## config.mk

```make
export PLATFORM = sky130hd
export DESIGN_NAME = bit_crusher_sample_hold_flat
export DESIGN_NICKNAME = d
export VERILOG_FILES = /design/src/hw/rtl/bcsh_pkg.sv /design/src/hw/rtl/bcsh_if.sv /design/src/hw/rtl/bcsh_ctrl.sv /design/src/hw/rtl/bcsh_datapath.sv /design/src/hw/rtl/bit_crusher_sample_hold.sv /design/src/flat_wrapper.sv
export SDC_FILE = /design/constraint.sdc
export NUM_CORES = 2
export LEC_CHECK = 0
export BUFFER_PORTS_ARGS = -buffer_cell sky130_fd_sc_hd__buf_4
export CAP_MARGIN = 25
export CORE_ASPECT_RATIO = 1.4
export CORE_MARGIN = 2
export CORE_UTILIZATION = 50
export DETAILED_ROUTE_END_ITERATION = 10
export GPL_ROUTABILITY_DRIVEN = 0
export PLACE_DENSITY = 0.77
export REMOVE_ABC_BUFFERS = 1
export SLEW_MARGIN = 20
export SYNTH_ARGS = -nofsm -noshare
export SYNTH_HDL_FRONTEND = slang
export SYNTH_SLANG_ARGS = --single-unit
```

## constraint.sdc

```tcl
create_clock -name clk -period 10.5 [get_ports clk]
set_clock_uncertainty 0.15 [all_clocks]
set_input_delay 2.625 -clock clk [delete_from_list [all_inputs] [get_ports clk]]
set_output_delay 2.625 -clock clk [all_outputs]
set_load 0.03 [all_outputs]
```

## src/hw/rtl/bcsh_pkg.sv

```systemverilog
// bcsh_pkg: shared widths, register indexes, controller states and
// command/status types for the bit crusher with sample-and-hold
// no dependencies
`timescale 1ns / 1ps

package bcsh_pkg;

    localparam int SAMPLE_BITS = 16;
    localparam int DEPTH_W     = 5;
    localparam int PHASE_W     = 14;
    localparam int MIX_W       = 9;
    localparam int LEVEL_W     = 16;
    localparam int CFG_IDX_W   = 2;
    localparam int CFG_DATA_W  = 14;

    // quantizer, divider and blend widths
    localparam int Q_W    = LEVEL_W + 1;
    localparam int QUO_W  = SAMPLE_BITS + 1;
    localparam int NUM_W  = Q_W + SAMPLE_BITS - 1;
    localparam int PROD_W = SAMPLE_BITS + LEVEL_W;
    localparam int CNT_W  = $clog2(QUO_W);
    localparam int ACC_W  = SAMPLE_BITS + MIX_W + 2;

    localparam logic [DEPTH_W-1:0] DEPTH_MIN   = DEPTH_W'(1);
    localparam logic [DEPTH_W-1:0] DEPTH_MAX   = DEPTH_W'(16);
    localparam logic [PHASE_W-1:0] PHASE_ONE   = PHASE_W'(256);
    localparam logic [MIX_W-1:0]   MIX_FULL    = MIX_W'(256);

    localparam logic [DEPTH_W-1:0] DEPTH_RESET = DEPTH_W'(8);
    localparam logic [PHASE_W-1:0] STEP_RESET  = PHASE_W'(1024);
    localparam logic [MIX_W-1:0]   MIX_RESET   = MIX_W'(154);

    localparam logic [CFG_IDX_W-1:0] CFG_BIT_DEPTH = CFG_IDX_W'(0);
    localparam logic [CFG_IDX_W-1:0] CFG_HOLD_STEP = CFG_IDX_W'(1);
    localparam logic [CFG_IDX_W-1:0] CFG_WET_MIX   = CFG_IDX_W'(2);

    localparam logic [CNT_W-1:0] DIV_LAST = CNT_W'(QUO_W - 1);

    typedef enum logic [2:0] {
        ST_IDLE,
        ST_MUL,
        ST_DIV_INIT,
        ST_DIV,
        ST_HOLD,
        ST_BLEND_A,
        ST_BLEND_B,
        ST_OUT
    } bcsh_state_t;

    typedef struct packed {
        logic load;
        logic mul;
        logic div_init;
        logic div_step;
        logic hold;
        logic blend_a;
        logic blend_b;
        logic out_load;
    } bcsh_cmd_t;

    typedef struct packed {
        logic capture;
    } bcsh_status_t;

endpackage

```

## src/hw/rtl/bcsh_if.sv

```systemverilog
// bcsh_if: sample input, sample output and configuration write channels
// depends on bcsh_pkg
`timescale 1ns / 1ps

interface bcsh_in_if import bcsh_pkg::*; ();
    logic                          valid;
    logic                          ready;
    logic signed [SAMPLE_BITS-1:0] sample_in;

    modport source (output valid, output sample_in, input ready);
    modport sink   (input valid, input sample_in, output ready);
endinterface

interface bcsh_out_if import bcsh_pkg::*; ();
    logic                          valid;
    logic                          ready;
    logic signed [SAMPLE_BITS-1:0] sample_out;

    modport source (output valid, output sample_out, input ready);
    modport sink   (input valid, input sample_out, output ready);
endinterface

interface bcsh_cfg_if import bcsh_pkg::*; ();
    logic                  valid;
    logic                  ready;
    logic [CFG_IDX_W-1:0]  index;
    logic [CFG_DATA_W-1:0] data;

    modport source (output valid, output index, output data, input ready);
    modport sink   (input valid, input index, input data, output ready);
endinterface

```

## src/hw/rtl/bcsh_ctrl.sv

```systemverilog
// bcsh_ctrl: sequencer for one request at a time, divider step count and
// output valid flag
// depends on bcsh_pkg
`timescale 1ns / 1ps

module bcsh_ctrl import bcsh_pkg::*;
(
    input  logic         clk,
    input  logic         rst_n,
    input  logic         in_valid,
    output logic         in_ready,
    output logic         out_valid,
    input  logic         out_ready,
    input  bcsh_status_t status,
    output bcsh_cmd_t    cmd
);

    bcsh_state_t      state_reg, state_next;
    logic [CNT_W-1:0] cnt_reg, cnt_next;
    logic             out_valid_reg, out_valid_next;

    always_ff @(posedge clk or negedge rst_n)
    begin
        if (!rst_n)
        begin
            state_reg     <= ST_IDLE;
            cnt_reg       <= '0;
            out_valid_reg <= 1'b0;
        end
        else
        begin
            state_reg     <= state_next;
            cnt_reg       <= cnt_next;
            out_valid_reg <= out_valid_next;
        end
    end

    always_comb
    begin
        state_next     = state_reg;
        cnt_next       = cnt_reg;
        cmd            = '0;
        out_valid_next = out_valid_reg && !out_ready;
        unique case (state_reg)
            ST_IDLE:
            begin
                if (in_valid)
                begin
                    cmd.load   = 1'b1;
                    state_next = ST_MUL;
                end
            end
            ST_MUL:
            begin
                // capture flag is set by the load
                if (status.capture)
                begin
                    cmd.mul    = 1'b1;
                    state_next = ST_DIV_INIT;
                end
                else
                begin
                    cmd.blend_a = 1'b1;
                    state_next  = ST_BLEND_B;
                end
            end
            ST_DIV_INIT:
            begin
                cmd.div_init = 1'b1;
                cnt_next     = '0;
                state_next   = ST_DIV;
            end
            ST_DIV:
            begin
                cmd.div_step = 1'b1;
                cnt_next     = cnt_reg + CNT_W'(1);
                if (cnt_reg == DIV_LAST)
                begin
                    state_next = ST_HOLD;
                end
            end
            ST_HOLD:
            begin
                cmd.hold   = 1'b1;
                state_next = ST_BLEND_A;
            end
            ST_BLEND_A:
            begin
                cmd.blend_a = 1'b1;
                state_next  = ST_BLEND_B;
            end
            ST_BLEND_B:
            begin
                cmd.blend_b = 1'b1;
                state_next  = ST_OUT;
            end
            ST_OUT:
            begin
                if (!out_valid_reg || out_ready)
                begin
                    cmd.out_load   = 1'b1;
                    out_valid_next = 1'b1;
                    state_next     = ST_IDLE;
                end
            end
            default:
            begin
                state_next = ST_IDLE;
            end
        endcase
    end

    assign in_ready  = (state_reg == ST_IDLE);
    assign out_valid = out_valid_reg;

endmodule

```

## src/hw/rtl/bcsh_datapath.sv

```systemverilog
// bcsh_datapath: config registers, phase counter, quantizer multiply,
// serial restoring divider, held value and dry/wet blend
// depends on bcsh_pkg and bcsh_if
`timescale 1ns / 1ps

module bcsh_datapath import bcsh_pkg::*;
(
    input  logic                          clk,
    input  logic                          rst_n,
    bcsh_cfg_if.sink                      cfg,
    input  logic signed [SAMPLE_BITS-1:0] sample_in,
    output logic signed [SAMPLE_BITS-1:0] sample_out,
    input  bcsh_cmd_t                     cmd,
    output bcsh_status_t                  status
);

    localparam logic [PROD_W-1:0] HALF_LSB  = PROD_W'(1) << (SAMPLE_BITS - 2);
    localparam logic [QUO_W-1:0]  POS_MAX_Q = QUO_W'((1 << (SAMPLE_BITS - 1)) - 1);
    localparam logic [QUO_W-1:0]  NEG_MAG_Q = QUO_W'(1) << (SAMPLE_BITS - 1);
    localparam logic [ACC_W-1:0]  RND_HALF  = ACC_W'(128);
    localparam logic [ACC_W-9:0]  POS_MAX_R = (ACC_W-8)'((1 << (SAMPLE_BITS - 1)) - 1);
    localparam logic [ACC_W-9:0]  NEG_MAG_R = (ACC_W-8)'(1) << (SAMPLE_BITS - 1);
    localparam logic signed [SAMPLE_BITS-1:0] POS_MAX_S =
        SAMPLE_BITS'((1 << (SAMPLE_BITS - 1)) - 1);
    localparam logic signed [SAMPLE_BITS-1:0] NEG_MIN_S =
        SAMPLE_BITS'(1) << (SAMPLE_BITS - 1);

    logic [DEPTH_W-1:0]            bit_depth_reg;
    logic [PHASE_W-1:0]            hold_step_reg;
    logic [MIX_W-1:0]              wet_mix_reg;
    logic [PHASE_W-1:0]            phase_reg, phase_next;
    logic                          capture_reg;
    logic signed [SAMPLE_BITS-1:0] sample_reg;
    logic signed [SAMPLE_BITS-1:0] held_reg, held_next;
    logic                          neg_reg;
    logic [PROD_W-1:0]             prod_reg;
    logic [LEVEL_W-1:0]            rem_reg, rem_next;
    logic [QUO_W-1:0]              quo_reg;
    logic signed [ACC_W-1:0]       acc_reg;
    logic signed [SAMPLE_BITS-1:0] out_reg, out_next;

    logic [DEPTH_W-1:0]            bits_c;
    logic [LEVEL_W:0]              one_sh;
    logic [LEVEL_W-1:0]            levels_c;
    logic [PHASE_W-1:0]            step_c;
    logic [MIX_W-1:0]              mix_c;
    logic [MIX_W-1:0]              dry_w;
    logic [PHASE_W:0]              ph_sum;
    logic                          take_c;
    logic [SAMPLE_BITS-1:0]        mag_c;
    logic [PROD_W-1:0]             q_full;
    logic [Q_W-1:0]                q_c;
    logic [NUM_W-1:0]              num_c;
    logic [LEVEL_W:0]              trial;
    logic                          ge_c;
    logic [LEVEL_W:0]              trial_sub;
    logic signed [MIX_W:0]         mix_s;
    logic signed [MIX_W:0]         dry_s;
    logic signed [SAMPLE_BITS+MIX_W:0] wet_prod;
    logic signed [SAMPLE_BITS+MIX_W:0] dry_prod;
    logic                          acc_neg;
    logic [ACC_W-1:0]              acc_mag;
    logic [ACC_W-1:0]              rnd_sum;
    logic [ACC_W-9:0]              rnd;

    assign cfg.ready = 1'b1;

    always_ff @(posedge clk or negedge rst_n)
    begin
        if (!rst_n)
        begin
            bit_depth_reg <= DEPTH_RESET;
            hold_step_reg <= STEP_RESET;
            wet_mix_reg   <= MIX_RESET;
        end
        else if (cfg.valid)
        begin
            unique case (cfg.index)
                CFG_BIT_DEPTH: bit_depth_reg <= cfg.data[DEPTH_W-1:0];
                CFG_HOLD_STEP: hold_step_reg <= cfg.data[PHASE_W-1:0];
                CFG_WET_MIX:   wet_mix_reg   <= cfg.data[MIX_W-1:0];
                default:       ;
            endcase
        end
    end

    // clamped register values
    always_comb
    begin
        if (bit_depth_reg < DEPTH_MIN)
            bits_c = DEPTH_MIN;
        else if (bit_depth_reg > DEPTH_MAX)
            bits_c = DEPTH_MAX;
        else
            bits_c = bit_depth_reg;
        one_sh   = (LEVEL_W+1)'(1) << bits_c;
        levels_c = one_sh[LEVEL_W-1:0] - LEVEL_W'(1);
        step_c   = (hold_step_reg < PHASE_ONE) ? PHASE_ONE : hold_step_reg;
        mix_c    = (wet_mix_reg > MIX_FULL) ? MIX_FULL : wet_mix_reg;
        dry_w    = MIX_FULL - mix_c;
    end

    // phase counter
    always_comb
    begin
        ph_sum = {1'b0, phase_reg} + {1'b0, PHASE_ONE};
        take_c = (ph_sum >= {1'b0, step_c});
        if (take_c)
            ph_sum = ph_sum - {1'b0, step_c};
        phase_next = ph_sum[PHASE_W-1:0];
    end

    // quantizer and divider
    always_comb
    begin
        mag_c     = sample_reg[SAMPLE_BITS-1] ? (~sample_reg + SAMPLE_BITS'(1)) : sample_reg;
        q_full    = (prod_reg + HALF_LSB) >> (SAMPLE_BITS - 1);
        q_c       = q_full[Q_W-1:0];
        num_c     = {q_c, {(SAMPLE_BITS-1){1'b0}}} + NUM_W'(levels_c >> 1);
        trial     = {rem_reg, quo_reg[QUO_W-1]};
        ge_c      = (trial >= {1'b0, levels_c});
        trial_sub = trial - {1'b0, levels_c};
        rem_next  = ge_c ? trial_sub[LEVEL_W-1:0] : trial[LEVEL_W-1:0];
    end

    // scale-back result with sign and saturation
    always_comb
    begin
        if (!neg_reg)
            held_next = (quo_reg > POS_MAX_Q) ? POS_MAX_S : quo_reg[SAMPLE_BITS-1:0];
        else if (quo_reg > NEG_MAG_Q)
            held_next = NEG_MIN_S;
        else
            held_next = -quo_reg[SAMPLE_BITS-1:0];
    end

    // blend and rounding
    always_comb
    begin
        mix_s    = {1'b0, mix_c};
        dry_s    = {1'b0, dry_w};
        wet_prod = held_reg * mix_s;
        dry_prod = sample_reg * dry_s;
        acc_neg  = acc_reg[ACC_W-1];
        acc_mag  = acc_neg ? -acc_reg : acc_reg;
        rnd_sum  = acc_mag + RND_HALF;
        rnd      = rnd_sum[ACC_W-1:8];
        if (!acc_neg)
            out_next = (rnd > POS_MAX_R) ? POS_MAX_S : rnd[SAMPLE_BITS-1:0];
        else if (rnd > NEG_MAG_R)
            out_next = NEG_MIN_S;
        else
            out_next = -rnd[SAMPLE_BITS-1:0];
    end

    always_ff @(posedge clk or negedge rst_n)
    begin
        if (!rst_n)
        begin
            phase_reg   <= '0;
            held_reg    <= '0;
            capture_reg <= 1'b0;
        end
        else
        begin
            if (cmd.load)
            begin
                phase_reg   <= phase_next;
                capture_reg <= take_c;
            end
            if (cmd.hold)
                held_reg <= held_next;
        end
    end

    always_ff @(posedge clk)
    begin
        if (cmd.load)
            sample_reg <= sample_in;
        if (cmd.mul)
        begin
            neg_reg  <= sample_reg[SAMPLE_BITS-1];
            prod_reg <= PROD_W'(mag_c) * PROD_W'(levels_c);
        end
        if (cmd.div_init)
        begin
            rem_reg <= LEVEL_W'(num_c[NUM_W-1:QUO_W]);
            quo_reg <= num_c[QUO_W-1:0];
        end
        if (cmd.div_step)
        begin
            rem_reg <= rem_next;
            quo_reg <= {quo_reg[QUO_W-2:0], ge_c};
        end
        if (cmd.blend_a)
            acc_reg <= ACC_W'(wet_prod);
        if (cmd.blend_b)
            acc_reg <= acc_reg + ACC_W'(dry_prod);
        if (cmd.out_load)
            out_reg <= out_next;
    end

    assign status.capture = capture_reg;
    assign sample_out     = out_reg;

endmodule

```

## src/hw/rtl/bit_crusher_sample_hold.sv

```systemverilog
// channel  dir   payload              handshake
// din      in    sample_in [15:0] s   valid/ready, one request per item
// dout     out   sample_out [15:0] s  valid/ready, registered
// cfg      in    index [1:0], data    valid/ready, ready always high
//
// a request without a new hold value goes from accept through the blend steps to the
// output load; one with a capture first runs the multiply, the 17-step restoring divider
// and the hold update; the next request is taken in the cycle after the result is loaded
// one request is in work at a time; the output register holds a result
// while the next request is accepted and processed
// a stalled output holds the sequencer in its last state until taken
// reset clears config to defaults, phase and held value to zero
// depends on bcsh_pkg, bcsh_if, bcsh_ctrl and bcsh_datapath
`timescale 1ns / 1ps

module bit_crusher_sample_hold import bcsh_pkg::*;
(
    input  logic      clk,
    input  logic      rst_n,
    bcsh_in_if.sink   din,
    bcsh_out_if.source dout,
    bcsh_cfg_if.sink  cfg
);

    bcsh_cmd_t    cmd;
    bcsh_status_t status;
    logic         in_ready;
    logic         out_valid;

    bcsh_ctrl u_ctrl (
        .clk       (clk),
        .rst_n     (rst_n),
        .in_valid  (din.valid),
        .in_ready  (in_ready),
        .out_valid (out_valid),
        .out_ready (dout.ready),
        .status    (status),
        .cmd       (cmd)
    );

    bcsh_datapath u_datapath (
        .clk        (clk),
        .rst_n      (rst_n),
        .cfg        (cfg),
        .sample_in  (din.sample_in),
        .sample_out (dout.sample_out),
        .cmd        (cmd),
        .status     (status)
    );

    assign din.ready  = in_ready;
    assign dout.valid = out_valid;

    // one request in work at a time
    a_single_request: assert property (@(posedge clk) disable iff (!rst_n)
        din.valid && din.ready |=> !din.ready)
        else $error("request accepted while another is in work");

    // divider runs its full step count before the hold update
    a_div_length: assert property (@(posedge clk) disable iff (!rst_n)
        cmd.hold |-> $past(cmd.div_step) && $past(u_ctrl.cnt_reg) == DIV_LAST)
        else $error("hold update without a complete divide");

    // a result is never loaded over one that waits
    a_no_overwrite: assert property (@(posedge clk) disable iff (!rst_n)
        cmd.out_load |-> !dout.valid || dout.ready)
        else $error("output overwritten while stalled");

    // at most one of the blend, divider step and multiply commands per cycle
    a_acc_excl: assert property (@(posedge clk) disable iff (!rst_n)
        $onehot0({cmd.blend_a, cmd.blend_b, cmd.div_step, cmd.mul}))
        else $error("conflicting datapath commands");

endmodule
```

## src/flat_wrapper.sv

```systemverilog
// flat-port wrapper written by rule: the top's interface ports become plain ports
module bit_crusher_sample_hold_flat import bcsh_pkg::*;
  (clk, rst_n, din_valid, din_sample_in, din_ready, dout_valid, dout_sample_out, dout_ready, cfg_valid, cfg_index, cfg_data, cfg_ready);
  bcsh_in_if din_i ();
  bcsh_out_if dout_i ();
  bcsh_cfg_if cfg_i ();
  input  logic clk;
  input  logic rst_n;
  input wire logic [$bits(din_i.valid)-1:0] din_valid;
  input wire logic [$bits(din_i.sample_in)-1:0] din_sample_in;
  output wire logic [$bits(din_i.ready)-1:0] din_ready;
  output wire logic [$bits(dout_i.valid)-1:0] dout_valid;
  output wire logic [$bits(dout_i.sample_out)-1:0] dout_sample_out;
  input wire logic [$bits(dout_i.ready)-1:0] dout_ready;
  input wire logic [$bits(cfg_i.valid)-1:0] cfg_valid;
  input wire logic [$bits(cfg_i.index)-1:0] cfg_index;
  input wire logic [$bits(cfg_i.data)-1:0] cfg_data;
  output wire logic [$bits(cfg_i.ready)-1:0] cfg_ready;
  assign din_i.valid = din_valid;
  assign din_i.sample_in = din_sample_in;
  assign din_ready = din_i.ready;
  assign dout_valid = dout_i.valid;
  assign dout_sample_out = dout_i.sample_out;
  assign dout_i.ready = dout_ready;
  assign cfg_i.valid = cfg_valid;
  assign cfg_i.index = cfg_index;
  assign cfg_i.data = cfg_data;
  assign cfg_ready = cfg_i.ready;
  bit_crusher_sample_hold u_core (.clk(clk), .rst_n(rst_n), .din(din_i), .dout(dout_i), .cfg(cfg_i));
endmodule
```

; After elaboration in Yosys (flattened, before gate mapping)
; Cells that the tools add are included.
[word_totals]
register_bits = 193
out_inout_bits = 19
wordCells = 111
[op_classes]
n_addsub = 14
mul = 3
order_cmp = 10
n_eq_ne = 13
shift = 1
mux = 40
bitwise = 1
reduce_logical = 13
[op_table]
columns = op, count
row1 = two-way mux 16 bit, 10
row2 = two-way mux 27 bit, 3
row3 = multiplier 16 x 10 -> 26 bit, 2
row4 = two-way mux 17 bit, 2
row5 = adder 32 x 15 -> 32 bit, 1
row6 = "adder 32 x 15 -> 32 bit, second input constant", 1
row7 = multiplier 16 x 16 -> 32 bit, 1
row8 = negation 16 bit, 2
row9 = two-way mux 14 bit, 2
row10 = adder 27 x 26 -> 27 bit, 1
row11 = "adder 27 x 8 -> 27 bit, second input constant", 1
row12 = negation 27 bit, 1
row13 = one-hot mux 3 bit (8 select lines), 1
row14 = "greater-than comparator 19 x 15 -> 1 bit, second input constant", 1
row15 = "greater-than comparator 19 x 16 -> 1 bit, second input constant", 1
row16 = >= comparator 17 x 16 -> 1 bit, 1
row17 = "greater-than comparator 17 x 15 -> 1 bit, second input constant", 1
row18 = "greater-than comparator 17 x 16 -> 1 bit, second input constant", 1
row19 = "adder 16 x 2 -> 16 bit, second input constant", 1
row20 = NOT 16 bit, 1
row21 = "<< shifter 1 x 5 -> 16 bit, first input constant", 1
row22 = "subtractor 16 x 1 -> 16 bit, second input constant", 1
row23 = subtractor 16 bit, 1
row24 = "adder 14 x 9 -> 15 bit, second input constant", 1
row25 = 29 further kinds, 56

; Logic depth before layout (Yosys ltp)
[depth]
depth_word = 8
mapped_depth = 33
depth_no_buf = 33

; Cells and area by module
; Synthesis repeated with hierarchy kept, for this count alone.
[unflattened]
hier_cells = 3398
area_unflattened_um2 = 30772.0
[modules_own_cells]
columns = mod, instances, cells_each, area_per_inst_um2
row1 = bcsh_datapath, 1, 3335, 30225.2
row2 = bcsh_ctrl, 1, 63, 546.8

; Worst setup path after synthesis
; OpenSTA, ideal clock, no wires.
[synth_timing]
path_kind = flip-flop to flip-flop
startpoint = register u_core.u_datapath.bit_depth_reg[3]
endpoint = register u_core.u_datapath.prod_reg[31] (data pin)
setup_ns = 0.260
arrival_ns = 7.601
required_ns = 10.090
path_slack_ns = 2.489
stages_incl_launch_ff = 33
synth_period_minus_slack_ns = 8.011
cell_sequence = dfstp_2 inv_1 nand2_1 clkinv_1 nand2_1 ha_1 clkbuf_1 a21oi_1 o21ai_1 clkbuf_1 nand2_1 fa_1 inv_1 fa_1 inv_1 fa_1 inv_1 fa_1 fa_1 inv_1 fa_1 inv_1 ha_1 a21oi_1 o21ai_0 a22oi_1 nand2_1 a221o_1 o211ai_1 a31oi_1 a21oi_1 o21bai_1 xnor2_1
[synth_via]
elab_chain_len = 6
[synth_rtl]
columns = element, line_no
row1 = from (decl), bcsh_datapath.sv:28  ; logic [DEPTH_W-1:0] bit_depth_reg;
row2 = from (signal assigned), bcsh_datapath.sv:79  ; CFG_BIT_DEPTH: bit_depth_reg <= cfg.data[DEPTH_W-1:0];
row3 = greater-than comparator 5 bit, bcsh_datapath.sv:92  ; else if (bit_depth_reg > DEPTH_MAX)
row4 = two-way mux 5 bit, bcsh_datapath.sv:92
row5 = two-way mux 5 bit *, bcsh_datapath.sv:90  ; if (bit_depth_reg < DEPTH_MIN)
row6 = << shifter 1 x 5 -> 16 bit *, bcsh_datapath.sv:96  ; one_sh = (LEVEL_W+1)'(1) << bits_c;
row7 = subtractor 16 x 1 -> 16 bit *, bcsh_datapath.sv:97  ; levels_c = one_sh[LEVEL_W-1:0] - LEVEL_W'(1);
row8 = multiplier 16 x 16 -> 32 bit *, bcsh_datapath.sv:183  ; prod_reg <= PROD_W'(mag_c) * PROD_W'(levels_c);
row9 = to (signal assigned), bcsh_datapath.sv:183
row10 = to (decl), bcsh_datapath.sv:36  ; logic [PROD_W-1:0] prod_reg;
; Mark *: on every way between the ends. The rest lies on a longest branch, timed or not.
; A chain may end at the register's enable or synchronous reset.

; Worst setup path after layout
[layout_timing]
startpoint = register u_core.u_datapath.bit_depth_reg[4]
endpoint = register u_core.u_datapath.prod_reg[31] (data pin)
; Same word-level chain as after synthesis.

==> run_results.csv <==
group,metric,value,unit
global_routing,grt_use_total,0.252,
logic_synthesis,synth_compound_area_frac,0.0959,
outcome,outcome,"completed",
cells_and_area,fin_util,0.539,
setup_path,reg2reg_slack,0.93,ns
logic_synthesis,synthXorXnorAreaFrac,0.0450,
sta,report.final.setup_viol,0,
clock_tree,cts-htree-levels,4,
detailed_routing,drtIter0Drc,1768,
logic_synthesis,synth-edff-count,111,
setup_path,worstSetupEndpointType,"flip-flop",
sta,fin_crit,9.57,ns
detailed_routing,routed_via_density,5.63,
cells_and_area,layoutNonFillerInstCount,4268,
global_routing,grt_max_degree,69,
sta,tightest_slew,1.09,ns
sta,hold_viol_final,0,
place,place_hpwl,62500,µm
logic_synthesis,synth_top_cell_by_area,"fa_1",
sta,drv_slew,0,
logic_synthesis,yosys.area.top_type_share,0.303,
sta,fmax,105,MHz
logic_synthesis,synth_mux_area_frac,0.0209,
setup_path,criticalPathCategory,"flip-flop to flip-flop",
clock_tree,path_clk_slew,0.08,ns
logic_synthesis,synth_area,30900,µm²
clock_tree,cts_buffers,17,
clock_tree,post_cts_buffers,0,
detailed_routing,wl,78100,µm
worst_hold_path,hold_class,"flip-flop to flip-flop",
setup_path,crit_fanout,16,
floorplan,start_util,0.507,
floorplan,num_io_pins,56,
sta,fin_setup_tns,0,ns
run,maxCapViolations,0,
sta,fin_crit_sh,0.911,
global_routing,grt_pass1_vias,25200,
logic_synthesis,synth-simple-area-share,0.172,
cells_and_area,seq_area,5040,µm²
floorplan,dieArea,63800,µm²
cells_and_area,nets,4204,
logic_synthesis,synth_adder_area_share,0.409,
global_routing,antenna_found_initial,1,
cells_and_area,fill_cells,5452,
setup_path,required,10.58,ns
place,io_buffers,54,
sta,max_slew_margin,0.267,
setup_path,cpMaxStageDelayCell,"dfrtp_1",
logic_synthesis,yosys_warnings,0,
logic_synthesis,synth_cells,3450,
clock_tree,clockBufferDepth,2,
detailed_routing,vias,24000,
sta,rsz0062_at_grt,"no",
clock_tree,cts-root-buf,"clkbuf_16",
floorplan,row_count,107,
logic_synthesis,synth_seq_cells,179,
cells_and_area,layout_common_cells,"inv_1 (627), fa_1 (467), nand2_1 (417)",
logic_synthesis,synth.distinct_cells,84,
cells_and_area,largest_reg_flops,27,
floorplan,die_h,298,µm
cells_and_area,area_delta_synth_final,6.30,%
place,dp_cells,4233,
logic_synthesis,synth.avg_cell_area,8.95,µm²
floorplan,die_w,214,µm
cells_and_area,multiInputGateArea,23000,µm²
logic_synthesis,async_reset_ff_frac,0.380,
setup_path,critical_path_arrival,9.64,ns
setup_path,startpoint_type,"flip-flop",
logic_synthesis,ys_seq_area_frac,0.163,
detailed_routing,postRouteAntennaNets,0,
detailed_routing,first_pass_iters,8,
floorplan,core,60900,µm²
clock_tree,clk_latency,0.48,ns
logic_synthesis,synthTopCellsByArea,"fa_1 (30%), edfxtp_1 (11%), ha_1 (11%)",
setup_path,cp_common_cell,"fa_1",
detailed_routing,drc,0,
cells_and_area,layout-drive-gt1-share,0.0629,
global_routing,grt-ovfl-total,0,
logic_synthesis,synthFlopType,"edfxtp_1",
clock_tree,clkSinkCount,179,
setup_path,slowest_delay,0.56,ns
logic_synthesis,synth_top_family_by_area,"adder cells",
global_routing,grt_pass1_wl,128000,µm
detailed_routing,wl_per_cell,18.3,µm
cells_and_area,final_common_cell,"inv_1",
clock_tree,cts_tree,"done",
## layer usage
metal	global-route usage	vias up	share of wire
met2	0.468	816	0.53
met4	0.160	0	0.067
met5	0	-	0
li1	-	11000	-
met3	0.0303	254	0.049
met1	0.269	11900	0.35
## final timing paths
check	depth (start not counted)	to	start
setup / recovery	31	u_core.u_datapath.prod_reg[31]	u_core.u_datapath.bit_depth_reg[4]
hold / removal	1	u_core.u_datapath.hold_step_reg[0]	u_core.u_datapath.hold_step_reg[0]
setup reg to reg	31	u_core.u_datapath.prod_reg[31]	u_core.u_datapath.bit_depth_reg[4]
hold reg to reg	1	u_core.u_datapath.hold_step_reg[0]	u_core.u_datapath.hold_step_reg[0]
max in group asynchronous	1	u_core.u_datapath.bit_depth_reg[4]	rst_n
min in group asynchronous	1	u_core.u_datapath.hold_step_reg[4]	rst_n
## synth_stat cells (all sizes together), types with 42 or more instances
| library cell | count |
|---|---|
| inv | 629 |
| fa | 467 |
| nand2 | 419 |
| ha | 263 |
| nor2 | 225 |
| and2 | 163 |
| o21ai | 114 |
| a21oi | 112 |
| edfxtp | 111 |
| clkbuf | 106 |
| xnor2 | 102 |
| dfrtp | 62 |
| xor2 | 55 |
| nor3 | 47 |
| nand3 | 42 |
## worst max-delay path: cells and delay by family (launching register included)
| family | cells | cell delay (ns) |
|---|---|---|
| buffers and inverters | 8 | 1.54 |
| AOI/OAI and AO/OA | 8 | 1.87 |
| and+or+nand+nor | 6 | 1.51 |
| DFF | 1 | 0.56 |
| xor gates and xnor gates | 1 | 0.13 |
| adders and majority gates | 8 | 3.57 |
## stage by stage
stage / setup slack (ns) / area [µm²] / hold slack, ns
3_3_place_gp: 1.16 / 32200 / 0.331
6_report: 0.934 / 32800 / 0.352
2_1_floorplan: 1.75 / 30400 / 0.321
4_1_cts: 0.860 / 32800 / 0.353
5_1_grt: 0.155 / 32800 / 0.360
3_5_place_dp: 0.860 / 32200 / 0.335
## cells by family (layout without fill, tap and decap cells)
logic type	Yosys count	in the layout
other	1	4
adder cells (fa/ha/maj)	730	730
flip-flops	179	179
AO/OA/AOI/OAI	449	449
AND/OR/NAND/NOR	1107	1107
XOR/XNOR	157	157
multiplexers	60	60
buffers and inverters	767	765
## final cells by class
class                      instances  share of cell area
multi-input combinational       2506               0.701
antenna                            1           0.0000762
clock inverter                    13             0.00461
timing repair buffer              95              0.0218
tap                              817              0.0311
clock buffer                      19              0.0145
sequential                       179               0.154
inverter                         638              0.0729
## repair_timing
| action | 4_1_cts | 5_1_grt |
|---|---|---|
| resized for setup | 0 | 1 |
| hold buffers | 0 | 0 |
| endpoints found under the setup margin | 0 | 1 |
Power is not shown: default switching activity piles up to over one toggle a cycle in this logic, so the estimate is an artifact.
